**src/rtl/core/dnle_pkg.sv**
```systemverilog
// ----------------------------------------------------------------------------
// dnle_pkg
// Shared types and constants for the DNS name label encoder.
// ----------------------------------------------------------------------------
package dnle_pkg;

    localparam int unsigned BYTE_W     = 8;
    localparam int unsigned LEN_W      = 10;
    localparam logic [7:0]  DOT_CHAR   = 8'h2E;
    localparam logic [7:0]  ZERO_BYTE  = 8'h00;
    localparam logic [9:0]  MAX_LEN_RST = 10'd496;

    typedef struct packed {
        logic [BYTE_W-1:0] char_in;
        logic              is_end;
    } item_t;

    typedef struct packed {
        logic [BYTE_W-1:0] out_byte;
        logic              out_last;
        logic [LEN_W-1:0]  name_length;
        logic              truncated;
        logic              label_overflow;
    } result_t;

    // Controls broadcast to every label cell.
    typedef struct packed {
        logic              wr;
        logic              shift;
        logic [BYTE_W-1:0] wr_byte;
    } cell_ctl_t;

endpackage

```
**src/rtl/core/dnle_cell.sv**
```systemverilog
// ----------------------------------------------------------------------------
// dnle_cell
// One label buffer cell: loads a character when addressed, takes its
// neighbor's byte when the chain drains toward the head.
// ----------------------------------------------------------------------------
module dnle_cell (
    input  logic                          clk,
    input  dnle_pkg::cell_ctl_t           ctl,
    input  logic                          hit,
    input  logic [dnle_pkg::BYTE_W-1:0]   nbr_byte,
    output logic [dnle_pkg::BYTE_W-1:0]   cell_byte
);

    logic [dnle_pkg::BYTE_W-1:0] byte_reg;
    logic [dnle_pkg::BYTE_W-1:0] byte_next;

    always_comb
    begin
        byte_next = byte_reg;
        if (ctl.shift)
        begin
            byte_next = nbr_byte;
        end
        else if (ctl.wr && hit)
        begin
            byte_next = ctl.wr_byte;
        end
    end

    always_ff @(posedge clk)
    begin
        byte_reg <= byte_next;
    end

    assign cell_byte = byte_reg;

endmodule

```
**src/rtl/core/dns_name_label_encoder.sv**
```systemverilog
// ----------------------------------------------------------------------------
// dns_name_label_encoder
// Dotted host name to DNS wire-format labels, built on a chain of byte cells.
// ----------------------------------------------------------------------------
// Characters: accepted one per cycle, no result.
// Dot or end item: accepted, then the length byte and the label bytes draining
//   from the head cell are emitted (unless the label does not fit), then the
//   terminator after an end item; the input stalls meanwhile, and dst_stall holds each byte.
// The length byte is emitted from ST_LEN through the output register.
// Reset (rst_n, async low) clears control and sets max_len to 496; cells and output data unreset.
// ----------------------------------------------------------------------------
module dns_name_label_encoder #(
    parameter int unsigned LABEL_DEPTH = 32
) (
    input  logic                 clk,
    input  logic                 rst_n,
    input  logic                 src_valid,
    output logic                 src_stall,
    input  dnle_pkg::item_t      src_data,
    output logic                 dst_valid,
    input  logic                 dst_stall,
    output dnle_pkg::result_t    dst_data,
    input  logic                 cfg_valid,
    output logic                 cfg_ready,
    input  logic [9:0]           cfg_data
);

    localparam int unsigned CW = $clog2(LABEL_DEPTH + 1);
    localparam int unsigned SW = dnle_pkg::LEN_W + 2;

    localparam logic [1:0] ST_IDLE = 2'd0;
    localparam logic [1:0] ST_LEN  = 2'd1;
    localparam logic [1:0] ST_BODY = 2'd2;
    localparam logic [1:0] ST_TERM = 2'd3;

    logic [1:0]                 state_reg, state_next;
    logic [CW-1:0]              count_reg, count_next;
    logic [CW-1:0]              rem_reg, rem_next;
    logic [dnle_pkg::LEN_W-1:0] pos_reg, pos_next;
    logic                       stopped_reg, stopped_next;
    logic                       trunc_reg, trunc_next;
    logic                       ovf_reg, ovf_next;
    logic                       end_reg, end_next;
    logic [dnle_pkg::LEN_W-1:0] max_len_reg;

    logic                       out_valid_reg, out_valid_next;
    dnle_pkg::result_t          out_data_reg, out_data_next;

    dnle_pkg::cell_ctl_t        ctl;
    logic [dnle_pkg::BYTE_W-1:0] cell_bytes [LABEL_DEPTH];

    logic accept;
    logic ocan;
    logic fit;
    logic [SW-1:0] need;

    assign accept    = src_valid && !src_stall;
    assign src_stall = (state_reg != ST_IDLE);
    assign ocan      = !out_valid_reg || !dst_stall;
    assign cfg_ready = 1'b1;
    assign dst_valid = out_valid_reg;
    assign dst_data  = out_data_reg;

    assign need = SW'(pos_reg) + SW'(count_reg) + SW'(1);
    assign fit  = need < SW'(max_len_reg);

    genvar gi;
    generate
        for (gi = 0; gi < LABEL_DEPTH; gi++)
        begin : g_cell
            logic [dnle_pkg::BYTE_W-1:0] nbr;
            if (gi == LABEL_DEPTH - 1)
            begin : g_tail
                assign nbr = cell_bytes[gi];
            end
            else
            begin : g_mid
                assign nbr = cell_bytes[gi+1];
            end
            dnle_cell u_cell (
                .clk       (clk),
                .ctl       (ctl),
                .hit       (count_reg == CW'(gi)),
                .nbr_byte  (nbr),
                .cell_byte (cell_bytes[gi])
            );
        end
    endgenerate

    always_comb
    begin
        state_next     = state_reg;
        count_next     = count_reg;
        rem_next       = rem_reg;
        pos_next       = pos_reg;
        stopped_next   = stopped_reg;
        trunc_next     = trunc_reg;
        ovf_next       = ovf_reg;
        end_next       = end_reg;
        out_valid_next = out_valid_reg && dst_stall;
        out_data_next  = out_data_reg;
        ctl.wr         = 1'b0;
        ctl.shift      = 1'b0;
        ctl.wr_byte    = src_data.char_in;

        case (state_reg)
            ST_IDLE:
            begin
                if (accept)
                begin
                    end_next = src_data.is_end;
                    if (src_data.is_end || (!stopped_reg &&
                        src_data.char_in == dnle_pkg::DOT_CHAR))
                    begin
                        if (!stopped_reg && (count_reg != '0 || !src_data.is_end))
                        begin
                            count_next = '0;
                            if (fit)
                            begin
                                rem_next   = count_reg;
                                pos_next   = pos_reg + dnle_pkg::LEN_W'(count_reg)
                                             + dnle_pkg::LEN_W'(1);
                                state_next = ST_LEN;
                            end
                            else
                            begin
                                stopped_next = 1'b1;
                                trunc_next   = 1'b1;
                                state_next   = src_data.is_end ? ST_TERM : ST_IDLE;
                            end
                        end
                        else
                        begin
                            state_next = ST_TERM;
                        end
                    end
                    else if (!stopped_reg)
                    begin
                        if (count_reg == CW'(LABEL_DEPTH))
                        begin
                            ovf_next     = 1'b1;
                            stopped_next = 1'b1;
                            count_next   = '0;
                        end
                        else
                        begin
                            ctl.wr     = 1'b1;
                            count_next = count_reg + CW'(1);
                        end
                    end
                end
            end
            ST_LEN:
            begin
                if (ocan)
                begin
                    out_valid_next = 1'b1;
                    out_data_next  = '0;
                    out_data_next.out_byte = dnle_pkg::BYTE_W'(rem_reg);
                    if (rem_reg != '0)
                    begin
                        state_next = ST_BODY;
                    end
                    else
                    begin
                        state_next = end_reg ? ST_TERM : ST_IDLE;
                    end
                end
            end
            ST_BODY:
            begin
                if (ocan)
                begin
                    out_valid_next = 1'b1;
                    out_data_next  = '0;
                    out_data_next.out_byte = cell_bytes[0];
                    ctl.shift = 1'b1;
                    rem_next  = rem_reg - CW'(1);
                    if (rem_reg == CW'(1))
                    begin
                        state_next = end_reg ? ST_TERM : ST_IDLE;
                    end
                end
            end
            ST_TERM:
            begin
                if (ocan)
                begin
                    out_valid_next = 1'b1;
                    out_data_next.out_byte       = dnle_pkg::ZERO_BYTE;
                    out_data_next.out_last       = 1'b1;
                    out_data_next.name_length    = pos_reg + dnle_pkg::LEN_W'(1);
                    out_data_next.truncated      = trunc_reg;
                    out_data_next.label_overflow = ovf_reg;
                    count_next   = '0;
                    pos_next     = '0;
                    stopped_next = 1'b0;
                    trunc_next   = 1'b0;
                    ovf_next     = 1'b0;
                    end_next     = 1'b0;
                    state_next   = ST_IDLE;
                end
            end
            default:
            begin
                state_next = ST_IDLE;
            end
        endcase
    end

    always_ff @(posedge clk or negedge rst_n)
    begin
        if (!rst_n)
        begin
            state_reg     <= ST_IDLE;
            count_reg     <= '0;
            rem_reg       <= '0;
            pos_reg       <= '0;
            stopped_reg   <= 1'b0;
            trunc_reg     <= 1'b0;
            ovf_reg       <= 1'b0;
            end_reg       <= 1'b0;
            out_valid_reg <= 1'b0;
            max_len_reg   <= dnle_pkg::MAX_LEN_RST;
        end
        else
        begin
            state_reg     <= state_next;
            count_reg     <= count_next;
            rem_reg       <= rem_next;
            pos_reg       <= pos_next;
            stopped_reg   <= stopped_next;
            trunc_reg     <= trunc_next;
            ovf_reg       <= ovf_next;
            end_reg       <= end_next;
            out_valid_reg <= out_valid_next;
            if (cfg_valid && cfg_ready)
            begin
                max_len_reg <= cfg_data;
            end
        end
    end

    always_ff @(posedge clk)
    begin
        out_data_reg <= out_data_next;
    end

endmodule

```
**config.mk**
```make
export PLATFORM = sky130hd
export DESIGN_NAME = dns_name_label_encoder
export DESIGN_NICKNAME = d
export VERILOG_FILES = /design/src/rtl/core/dnle_pkg.sv /design/src/rtl/core/dnle_cell.sv /design/src/rtl/core/dns_name_label_encoder.sv
export SDC_FILE = /design/constraint.sdc
export NUM_CORES = 1
export LEC_CHECK = 0
export BUFFER_PORTS_ARGS = -buffer_cell sky130_fd_sc_hd__buf_4
export CAP_MARGIN = 20
export CORE_MARGIN = 2
export CORE_UTILIZATION = 40
export CTS_CLUSTER_DIAMETER = 80
export DETAILED_ROUTE_END_ITERATION = 8
export PLACE_DENSITY = 0.65
export SLEW_MARGIN = 30
export SYNTH_ARGS = -nofsm -noshare
export SYNTH_HDL_FRONTEND = slang
export SYNTH_SLANG_ARGS = --single-unit
```
**constraint.sdc**
```tcl
create_clock -name clk -period 3.4 [get_ports clk]
set_input_delay 0.51 -clock clk [delete_from_list [all_inputs] [get_ports clk]]
set_output_delay 0.51 -clock clk [all_outputs]
set_load 0.05 [all_outputs]
```
* Word level (Yosys, flattened, before mapping)
Index checks and enable logic that the tools add are counted.
** Operators by class
- Add/sub/neg operators :: 7
- $lt $le $gt $ge :: 1
- Eq/ne operators :: 52
- Muxes and demuxes :: 124
- Bitwise gates (word level) :: 1
- Reduce and logical (&&, ||, !) cells :: 94
** Operator list (count)
- 2-to-1 mux 8 bit :: 62
- equality test 6 x 5 -> 1 bit, second input constant :: 16
- nonzero test 2 bit :: 34
- 2-to-1 mux 6 bit :: 11
- 2-to-1 mux 21 bit :: 3
- case mux 21 bit (3 select lines) :: 1
- 2-to-1 mux 10 bit :: 5
- equality test 6 x 4 -> 1 bit, second input constant :: 8
- logical AND 1 bit :: 36
- AND reduction 6 bit :: 5
- equality test 6 x 3 -> 1 bit, second input constant :: 4
- inequality test 2 bit, second input constant :: 12
- case mux 6 bit (2 select lines) :: 2
- 2-to-1 mux 1 bit :: 23
- 2-to-1 mux 2 bit :: 11
- adder 10 x 1 -> 10 bit, second input constant :: 2
- case mux 10 bit (2 select lines) :: 1
- adder 11 x 1 -> 12 bit, second input constant :: 1
- equality test 6 x 1 -> 1 bit, second input constant :: 2
- equality test 6 x 2 -> 1 bit, second input constant :: 2
- less-than comparator 12 x 10 -> 1 bit :: 1
- nonzero test 6 bit :: 2
- adder 10 x 6 -> 11 bit :: 1
- adder 10 x 6 -> 10 bit :: 1
- 20 further kinds :: 33
** Word-level totals
- Flip-flop bits (word level) :: 316
- Input port bits :: 24
- Output and inout bits :: 24
- Logic and storage cells :: 326

* Longest topological paths before layout
Gate-level depths: netlist of run 1.
- Depth after elaboration :: 9
- Gate-level depth with buffers :: 16
- Mapped depth without buffers :: 16

* Modules after synthesis
A second synthesis of run 1 with hierarchy kept.
** Unflattened totals
- Cell total of the unflattened synthesis :: 995
- Area, all modules :: 15931.5 um^2
** By module, submodules not included
- dnle_cell :: instances 32, cells an instance 18, area each 380.4 um^2, seq. area each 240.2 um^2
- dns_name_label_encoder :: instances 1, cells an instance 419, area each 3759.9 um^2, seq. area each 1612.8 um^2

* Worst setup path before layout of run 1
OpenSTA, ideal clock, no wires.
- Path kind :: flip-flop to flip-flop
- Start :: register count_reg[0]
- End :: register pos_reg[0] (netlist bit)
- Library setup time :: 0.087 ns
- Data arrival time :: 3.447 ns
- Data required time :: 3.313 ns
- Path slack :: -0.134 ns
- Cell stages (with the launch flop) :: 17
- Buffers on the path :: 0
- Period minus slack after synthesis :: 3.534 ns
- Path through :: dfrtp_1 inv_1 ha_1 inv_1 fa_1 a211oi_1 o21a_1 nor2_1 and3_1 xnor2_1 ha_1 nor3_1 nor2_1 a21oi_2 nand3_2 or4_1 o211ai_1
** Between the ends
- Cells in the longest elaborated chain, start to end :: 7
- Elaborated cells on any way between the ends :: 16
- Those cells by class :: 4 x add/sub; 1 x order compare; 2 x eq/ne; 5 x mux; 4 x reduce/logical
** RTL lines
- from (decl) :: RTL line dns_name_label_encoder.sv:37 : logic [CW-1:0] count_reg, count_next;
- from (signal assigned) :: RTL line dns_name_label_encoder.sv:229 : count_reg <= count_next;
- parallel branches: the longest is 7 deep, another holds adder 11 x 1 -> 12 bit
- to (signal assigned) :: RTL line dns_name_label_encoder.sv:231 : pos_reg <= pos_next;
- to (decl) :: RTL line dns_name_label_encoder.sv:39 : logic [dnle_pkg::LEN_W-1:0] pos_reg, pos_next;
Parallel ways; which one is timed is not known. The select of a mux whose other input is x is not followed.
A chain may end at the register's enable or synchronous reset.

* Final worst setup path of run 1
Ends and elaborated chain as after synthesis.

==> impl_results.md, run 1 <==
- Multiplexer area fraction after synthesis: 0.00370
- RSZ-0062 raised after global routing: yes
- First-pass GRT wire length: 46.6 mm
- CP startpoint: count_reg[0]$_DFFE_PN0P_
- Final min period: 3.36 ns
- IO Pins: 48
- DRC viols: 0
- Max Fclk: 297 MHz
- Syn nets: 1,072
- XOR/XNOR share of the synthesized area: 0.00757
- Worst skew pair latency: 0.51 ns
- Final WL: 29.1 mm
- Syn_area_per_cell: 13.5 um^2
- Top post-synthesis cells by area: edfxtp_1 (60%), a21o_1 (14%), dfrtp_1 (6.1%)
- WP data arrival: 3.79 ns
- Largest register FFs: 256
- Syn Inst Count: 1,025
- CTS buffer count: 34
- Leading area contributor after synthesis: edfxtp_1
- Simple-Gate Fraction of Synth Area: 0.0622
- Worst vdd ir: 0.000346 V
- DP Wirelength: 18.5 mm
- Leakage power: 7.10 nW
- Die area: 36,200 um^2
- Layout cells sized above 1: 0.215
- Nets: 1,150
- CTS max path bufs: 3
- Worst stage delay on the critical path: 0.52 ns
- Synth Cell Area: 13,900 um^2
- Status: completed
- Hold path startpoint: src_data[4]
- GRT overflow: 0
- Synth warn: 0
- TritonCTS clock tree: built
- CP Data Required Time: 3.83 ns
- Fin. Hold Viols: 0
- Post-synth top area share: 0.599
- Core region area: 34,400 um^2
- Worst-path clk slew: 0.07 ns
- Clk sinks: 316
- Period utilization: 0.989
- Row count: 68
- Critical path class: flop to flop
- Crit end category: flop
- Complex-gate fraction of the synthesized area: 0.201
- Critical R2R Launch: count_reg[0]$_DFFE_PN0P_
- Port Buf Inserts: 46
- Post-Synth Adder-Cell Area: 0.0213
- Synth unique cells: 73
- Initial Util: 0.404
- P&R area growth vs syn: 18.8%
- Max_cap viols: 0
- CP Max Fanout: 4
- Die Span Y: 190 um
- Top_reg_cell synth: edfxtp_1
- Register area share after synthesis: 0.670
- Diodes inserted: 0
- Post-synth ARST share: 0.123
- Hold WC Path Type: input port to flop
- Largest net degree at the start of global routing: 180
- Via count: 8,489
- Final slew viol count: 0
- Pre-antenna DRT Iters: 5
- Most common cell after layout, fill and taps aside: edfxtp_1
- Final ANT Viol Nets: 0
- CP cell instances: inv_2 > ha_4 > inv_2 > fa_2 > a211oi_2 > o21a_1 > nor2_2 > buf_6 > xor2_4 > ha_4 > a211oi_4 > o21ai_2 > a21oi_2 > nand3_2 > or4_4 > o211ai_1
- Slew HR: 0.435
- Number of global-route vias before repair: 8,462
- H-tree Lvls: 2
- DRT iter0 DRCs: 756
- RePlAce Congestion: 0.840
- Worst setup SP type: flop
- Setup violators final: 0
- Die width: 190 um
- Flops & latches, synth: 316
- Main combinational cell family by area after synthesis: compound AO/OA/AOI/OAI gates
- Initial antenna violation count: 0
- Gr usage total: 0.162
- Worst hold slack: 0.207 ns
- CTS Root Cell: clkbuf_16
- Number of synthesized flops with an enable pin: 277
- Pwr per Cell Area: 828 nW/um^2
- Avg WL per Cell: 18.4 um
- Crit path max-delay cell type: or4_4
- Final Skew: 0.0155 ns
- Least-Margin Pin Slew: 0.847 ns
- Most frequent cells in the layout: edfxtp_1 (277), a21o_1 (252), buf_4 (116), o21ai_0 (45), nand2_1 (44)
- Total power: 13.6 mW
- Vias per inst: 5.36
- Layout fillers: 3,022
-- final timing paths --
| check | to | slack (ns) | cells past startpoint |
|---|---|---|---|
| setup / recovery | pos_reg[0]$_DFFE_PN0P_ | 0.04 | 16 |
| hold / removal | g_cell[31].u_cell.cell_byte[3]$_DFFE_PP_ | 0.21 | 1 |
| setup reg to reg | pos_reg[0]$_DFFE_PN0P_ | 0.04 | 16 |
| max in group asynchronous | count_reg[0]$_DFFE_PN0P_ | 2.45 | 2 |
| min in group asynchronous | trunc_reg$_DFFE_PN0P_ | 0.54 | 2 |
| hold reg to reg | g_cell[13].u_cell.cell_byte[5]$_DFFE_PP_ | 0.51 | 1 |
-- per-layer routing --
metal,share of wire,track usage,vias up
met2,0.47,0.258,203
met3,0.045,0.0245,52
li1,-,-,4000
met5,0,0,-
met4,0.025,0.0549,0
met1,0.46,0.229,4234
-- kinds of logic (layout without fill, tap and decap cells) --
group / after synthesis / in the layout
compound gates: 382 / 382
xor+xnor: 12 / 12
fa+ha+maj: 23 / 23
buf+inv: 116 / 219
flops: 316 / 316
mux: 5 / 5
other cells: 1 / 1
simple gates: 170 / 170
-- timing repair --
item	CTS	global route
gates resized for setup	18	32
pin swaps	16	28
hold buffers	1	0
buffers inserted	3	6
hold endpoints to repair	27	0
endpoints found under the setup margin	8	16
-- Yosys cell counts, types with 7 or more instances --
master / instances
buf_1: 13
o21ai_0: 46
ha_1: 22
nand2_1: 44
and2_0: 7
dfrtp_1: 34
inv_1: 32
nor2_1: 41
edfxtp_1: 277
o31ai_1: 15
nor3_1: 14
xnor2_1: 8
nand3_1: 15
a21oi_1: 12
clkbuf_1: 39
a21o_1: 252
buf_2: 28
and3_1: 14
-- worst max-delay path: cells and delay by family (launching register included) --
family,cells,cell delay (ns)
AND/OR/NAND/NOR,3,0.76
buffers and inverters,3,0.24
XOR/XNOR,1,0.15
AO/OA/AOI/OAI,6,1.06
flip-flops,1,0.40
adder cells (fa/ha/maj),3,0.68
-- layout make-up --
cell class / count / area [um^2] / share of cell area
Sequential cell: 316 / 9300 / 0.564
Timing Repair Buffer: 123 / 966 / 0.0586
Multi-Input combinational cell: 593 / 4360 / 0.264
Clock buffer: 39 / 901 / 0.0546
Inverter: 35 / 131 / 0.00797
Tap cell: 455 / 569 / 0.0345
Clock inverter: 22 / 260 / 0.0158
-- metrics by stage --
stage	area [um^2]	setup slack (ns)	TNS, ns	cells	util
detailed placement	15000	-0.130	-0.636	1512	0.436
global route	16500	-0.0876	-0.579	1583	0.480
CTS	16300	0.00314	0	1577	0.473
global placement	15000	-0.0410	-0.148	1512	0.436
finish	16500	0.0362	0	1583	0.480
floorplan	13900	0.00458	0	1025	-
-- report_power, final --
part,leakage (nW),switching [mW],internal (mW)
clock,0.566,1.48,2.36
combinational,3.46,2.51,1.40
sequential,3.07,0.322,5.58
Note: power is estimated with default switching activity, not from simulation.
==> run 2: changes to the inputs <==
==> constraint.sdc (replaced) <==
create_clock -name clk -period 3.4 [get_ports clk]
set_input_delay 0.68 -clock clk [delete_from_list [all_inputs] [get_ports clk]]
set_output_delay 0.68 -clock clk [all_outputs]
set_load 0.05 [all_outputs]
==> run 2 against run 1 <==
Against the previous run: the flow now finishes with violations (negative setup slack); flip-flop and latch count unchanged; via count up 1.3%; non-clock buffer count rose by 16; fmax shrank 3.7%; critical endpoint is now rem_reg[0]$_DFFE_PN0P_; utilization decreased by 0.24 points; die area unchanged; largest power group unchanged; design area fell by 0.50%; clock-buffer cell count stayed put; sequential power hardly changed; first-iteration DRC count increased by 14%.
==> impl_results.md, run 2 (synthesis results as in run 1) <==
- Die area: 36,200 um^2 (unchanged)
- DP Wirelength: 18.5 mm (+0.31%)
- DRC viols: 0 (unchanged)
- Die width: 190 um (unchanged)
- Failing checks: negative setup slack
- Max_cap viols: 0 (unchanged)
- Placed cell area: 15,000 um^2 (unchanged)
- Period utilization: 1.03 (+0.0380)
- Worst skew pair latency: 0.51 ns (about the same)
- CTS Root Cell: clkbuf_16
- CTS buffer count: 34 (unchanged)
- Core region area: 34,400 um^2 (unchanged)
- Max Fclk: 286 MHz (-3.7%)
- Nets: 1,167 (+1.5%)
- Pwr per Cell Area: 818 nW/um^2 (-1.2%)
- Worst setup SP type: flop
- CTS max path bufs: 3 (unchanged)
- Most frequent cells in the layout: edfxtp_1 (277), a21o_1 (252), buf_4 (136), nand2_1 (44), o21ai_0 (44)
- RSZ-0062 raised after global routing: yes
- GRT overflow: 0 (unchanged)
- Largest net degree at the start of global routing: 180 (unchanged)
- Port Buf Inserts: 46 (unchanged)
- Vias per inst: 5.38 (+0.31%)
- Number of global-route vias before repair: 8,403 (-0.70%)
- IO Pins: 48 (unchanged)
- Gr usage total: 0.161 (-0.00131)
- Avg WL per Cell: 18.4 um (about the same)
- First-pass GRT wire length: 46.3 mm (-0.59%)
- WP data arrival: 3.88 ns (+0.09 ns)
- Initial antenna violation count: 0 (unchanged)
- Least-Margin Pin Slew: 0.846 ns (-0.000857 ns)
- Status: finished, violations left
- Die Span Y: 190 um (unchanged)
- Initial Util: 0.404 (unchanged)
- Final ANT Viol Nets: 0 (unchanged)
- Worst vdd ir: 0.000473 V (+37%)
- Final slew viol count: 0 (unchanged)
- CTS Hold Bufs: 0 (-1)
- DRT iter0 DRCs: 863 (+14%)
- Worst-path clk slew: 0.07 ns (about the same)
- Worst setup margin: -0.0931 ns (-0.129 ns)
- Row count: 68 (unchanged)
- Final Skew: 0.0113 ns (-0.00421 ns)
- Via count: 8,601 (+1.3%)
- Pre-antenna DRT Iters: 5 (unchanged)
- Critical path class: flop to flop
- Fin. Hold Viols: 0 (unchanged)
- Final Instance Area: 16,400 um^2 (-0.50%)
- TritonCTS clock tree: built
- Largest register FFs: 256 (unchanged)
- Most common cell after layout, fill and taps aside: edfxtp_1
- Layout cells sized above 1: 0.218 (+0.00223)
- P&R area growth vs syn: 18.2%
- CP Data Required Time: 3.78 ns (-0.05 ns)
- CP Max Fanout: 3 (-1)
- Slew HR: 0.436 (+0.000571)
- Hold WC Path Type: input port to async pin
- Setup violators final: 10 (+10)
- Clk sinks: 316 (unchanged)
- RePlAce Congestion: 0.850 (+1.2%)
- Final WL: 29.4 mm (+0.99%)
- Crit end category: flop
- Final Util: 0.477 (-0.00240)
- H-tree Lvls: 2 (unchanged)
- Leakage power: 7.12 nW (+0.27%)
- Final min period: 3.49 ns (+0.129 ns)
- Diodes inserted: 0 (unchanged)
-- run 2: cell types whose count changed in the layout (fill, tap and decap cells not counted), moves of 3 or more --
cell | before | now
ha_4 | 4 | 1
ha_1 | 15 | 20
buf_6 | 4 | 0
bufinv_16 | 6 | 2
and3_1 | 13 | 10
buf_4 | 116 | 136
and3_4 | 1 | 4
-- run 2: report_power, final --
part	switching, mW	internal (mW)
Sequential	0.349	5.58
Combinational	2.52	1.47
Clock	1.47	2.03
-- run 2: area by class of cell --
class / count / area [um^2]
clock buffer: 39 / 891
clock inverter: 21 / 159
fill: 3052 / 18000
inverter: 35 / 131
multi-input combinational: 594 / 4270
sequential: 316 / 9300
tap: 455 / 569
timing repair buffer: 139 / 1080
-- run 2: worst paths after layout --
kind | from | slack [ns] | cells after the start | end
max | pos_reg[0]$_DFFE_PN0P_ | -0.09 | 17 | rem_reg[0]$_DFFE_PN0P_
min | rst_n | 0.15 | 1 | rem_reg[4]$_DFFE_PN0P_
max reg2reg | pos_reg[0]$_DFFE_PN0P_ | -0.09 | 17 | rem_reg[0]$_DFFE_PN0P_
min reg2reg | g_cell[30].u_cell.cell_byte[7]$_DFFE_PP_ | 0.51 | 1 | g_cell[29].u_cell.cell_byte[7]$_DFFE_PP_
max in group asynchronous | rst_n | 2.85 | 1 | count_reg[0]$_DFFE_PN0P_
min in group clk | src_data[6] | 0.38 | 1 | g_cell[31].u_cell.cell_byte[5]$_DFFE_PP_
-- run 2: what timing repair did --
action,4_1_cts,5_1_grt
setup buffers,16,10
endpoints found under the hold margin,0,0
pin swaps,15,25
gates resized for setup,13,19
endpoints found under the setup margin,6,19
cloned,0,1
-- run 2: per-stage QoR --
step	std cells	hold WS (ns)	setup TNS, ns	setup slack (ns)	total power, mW
after floorplan	1025	0.384	0	0.00458	8.50
after global placement	1512	0.496	-0.141	-0.0394	9.69
after detailed placement	1512	0.503	-0.563	-0.130	9.77
after CTS	1588	0.146	-0.0564	-0.0528	13.4
after global routing	1599	0.171	-2.78	-0.230	14.1
final	1599	0.146	-0.540	-0.0931	13.4
-- run 2: worst max-delay path: stages (launching register included) --
cell and delay, ns:
dfrtp_1 0.40, inv_2 0.09, ha_4 0.14, inv_2 0.03, fa_2 0.34, a211oi_2 0.21
o21a_1 0.17, nor2_2 0.06, and3_4 0.21, xnor2_2 0.14, ha_1 0.32, nor3_2 0.21
nor2_2 0.08, a21o_1 0.21, buf_4 0.15, o41ai_1 0.37, a21o_1 0.18, o31ai_1 0.06
-- run 2: layer usage --
metal	GRT usage	up-vias	share of wire	wire [um]
met1	0.226	4266	0.45	13300
met2	0.258	244	0.47	13700
met3	0.0245	56	0.053	1550
li1	-	4035	-	-
met4	0.0519	0	0.027	781
met5	0	-	0	0
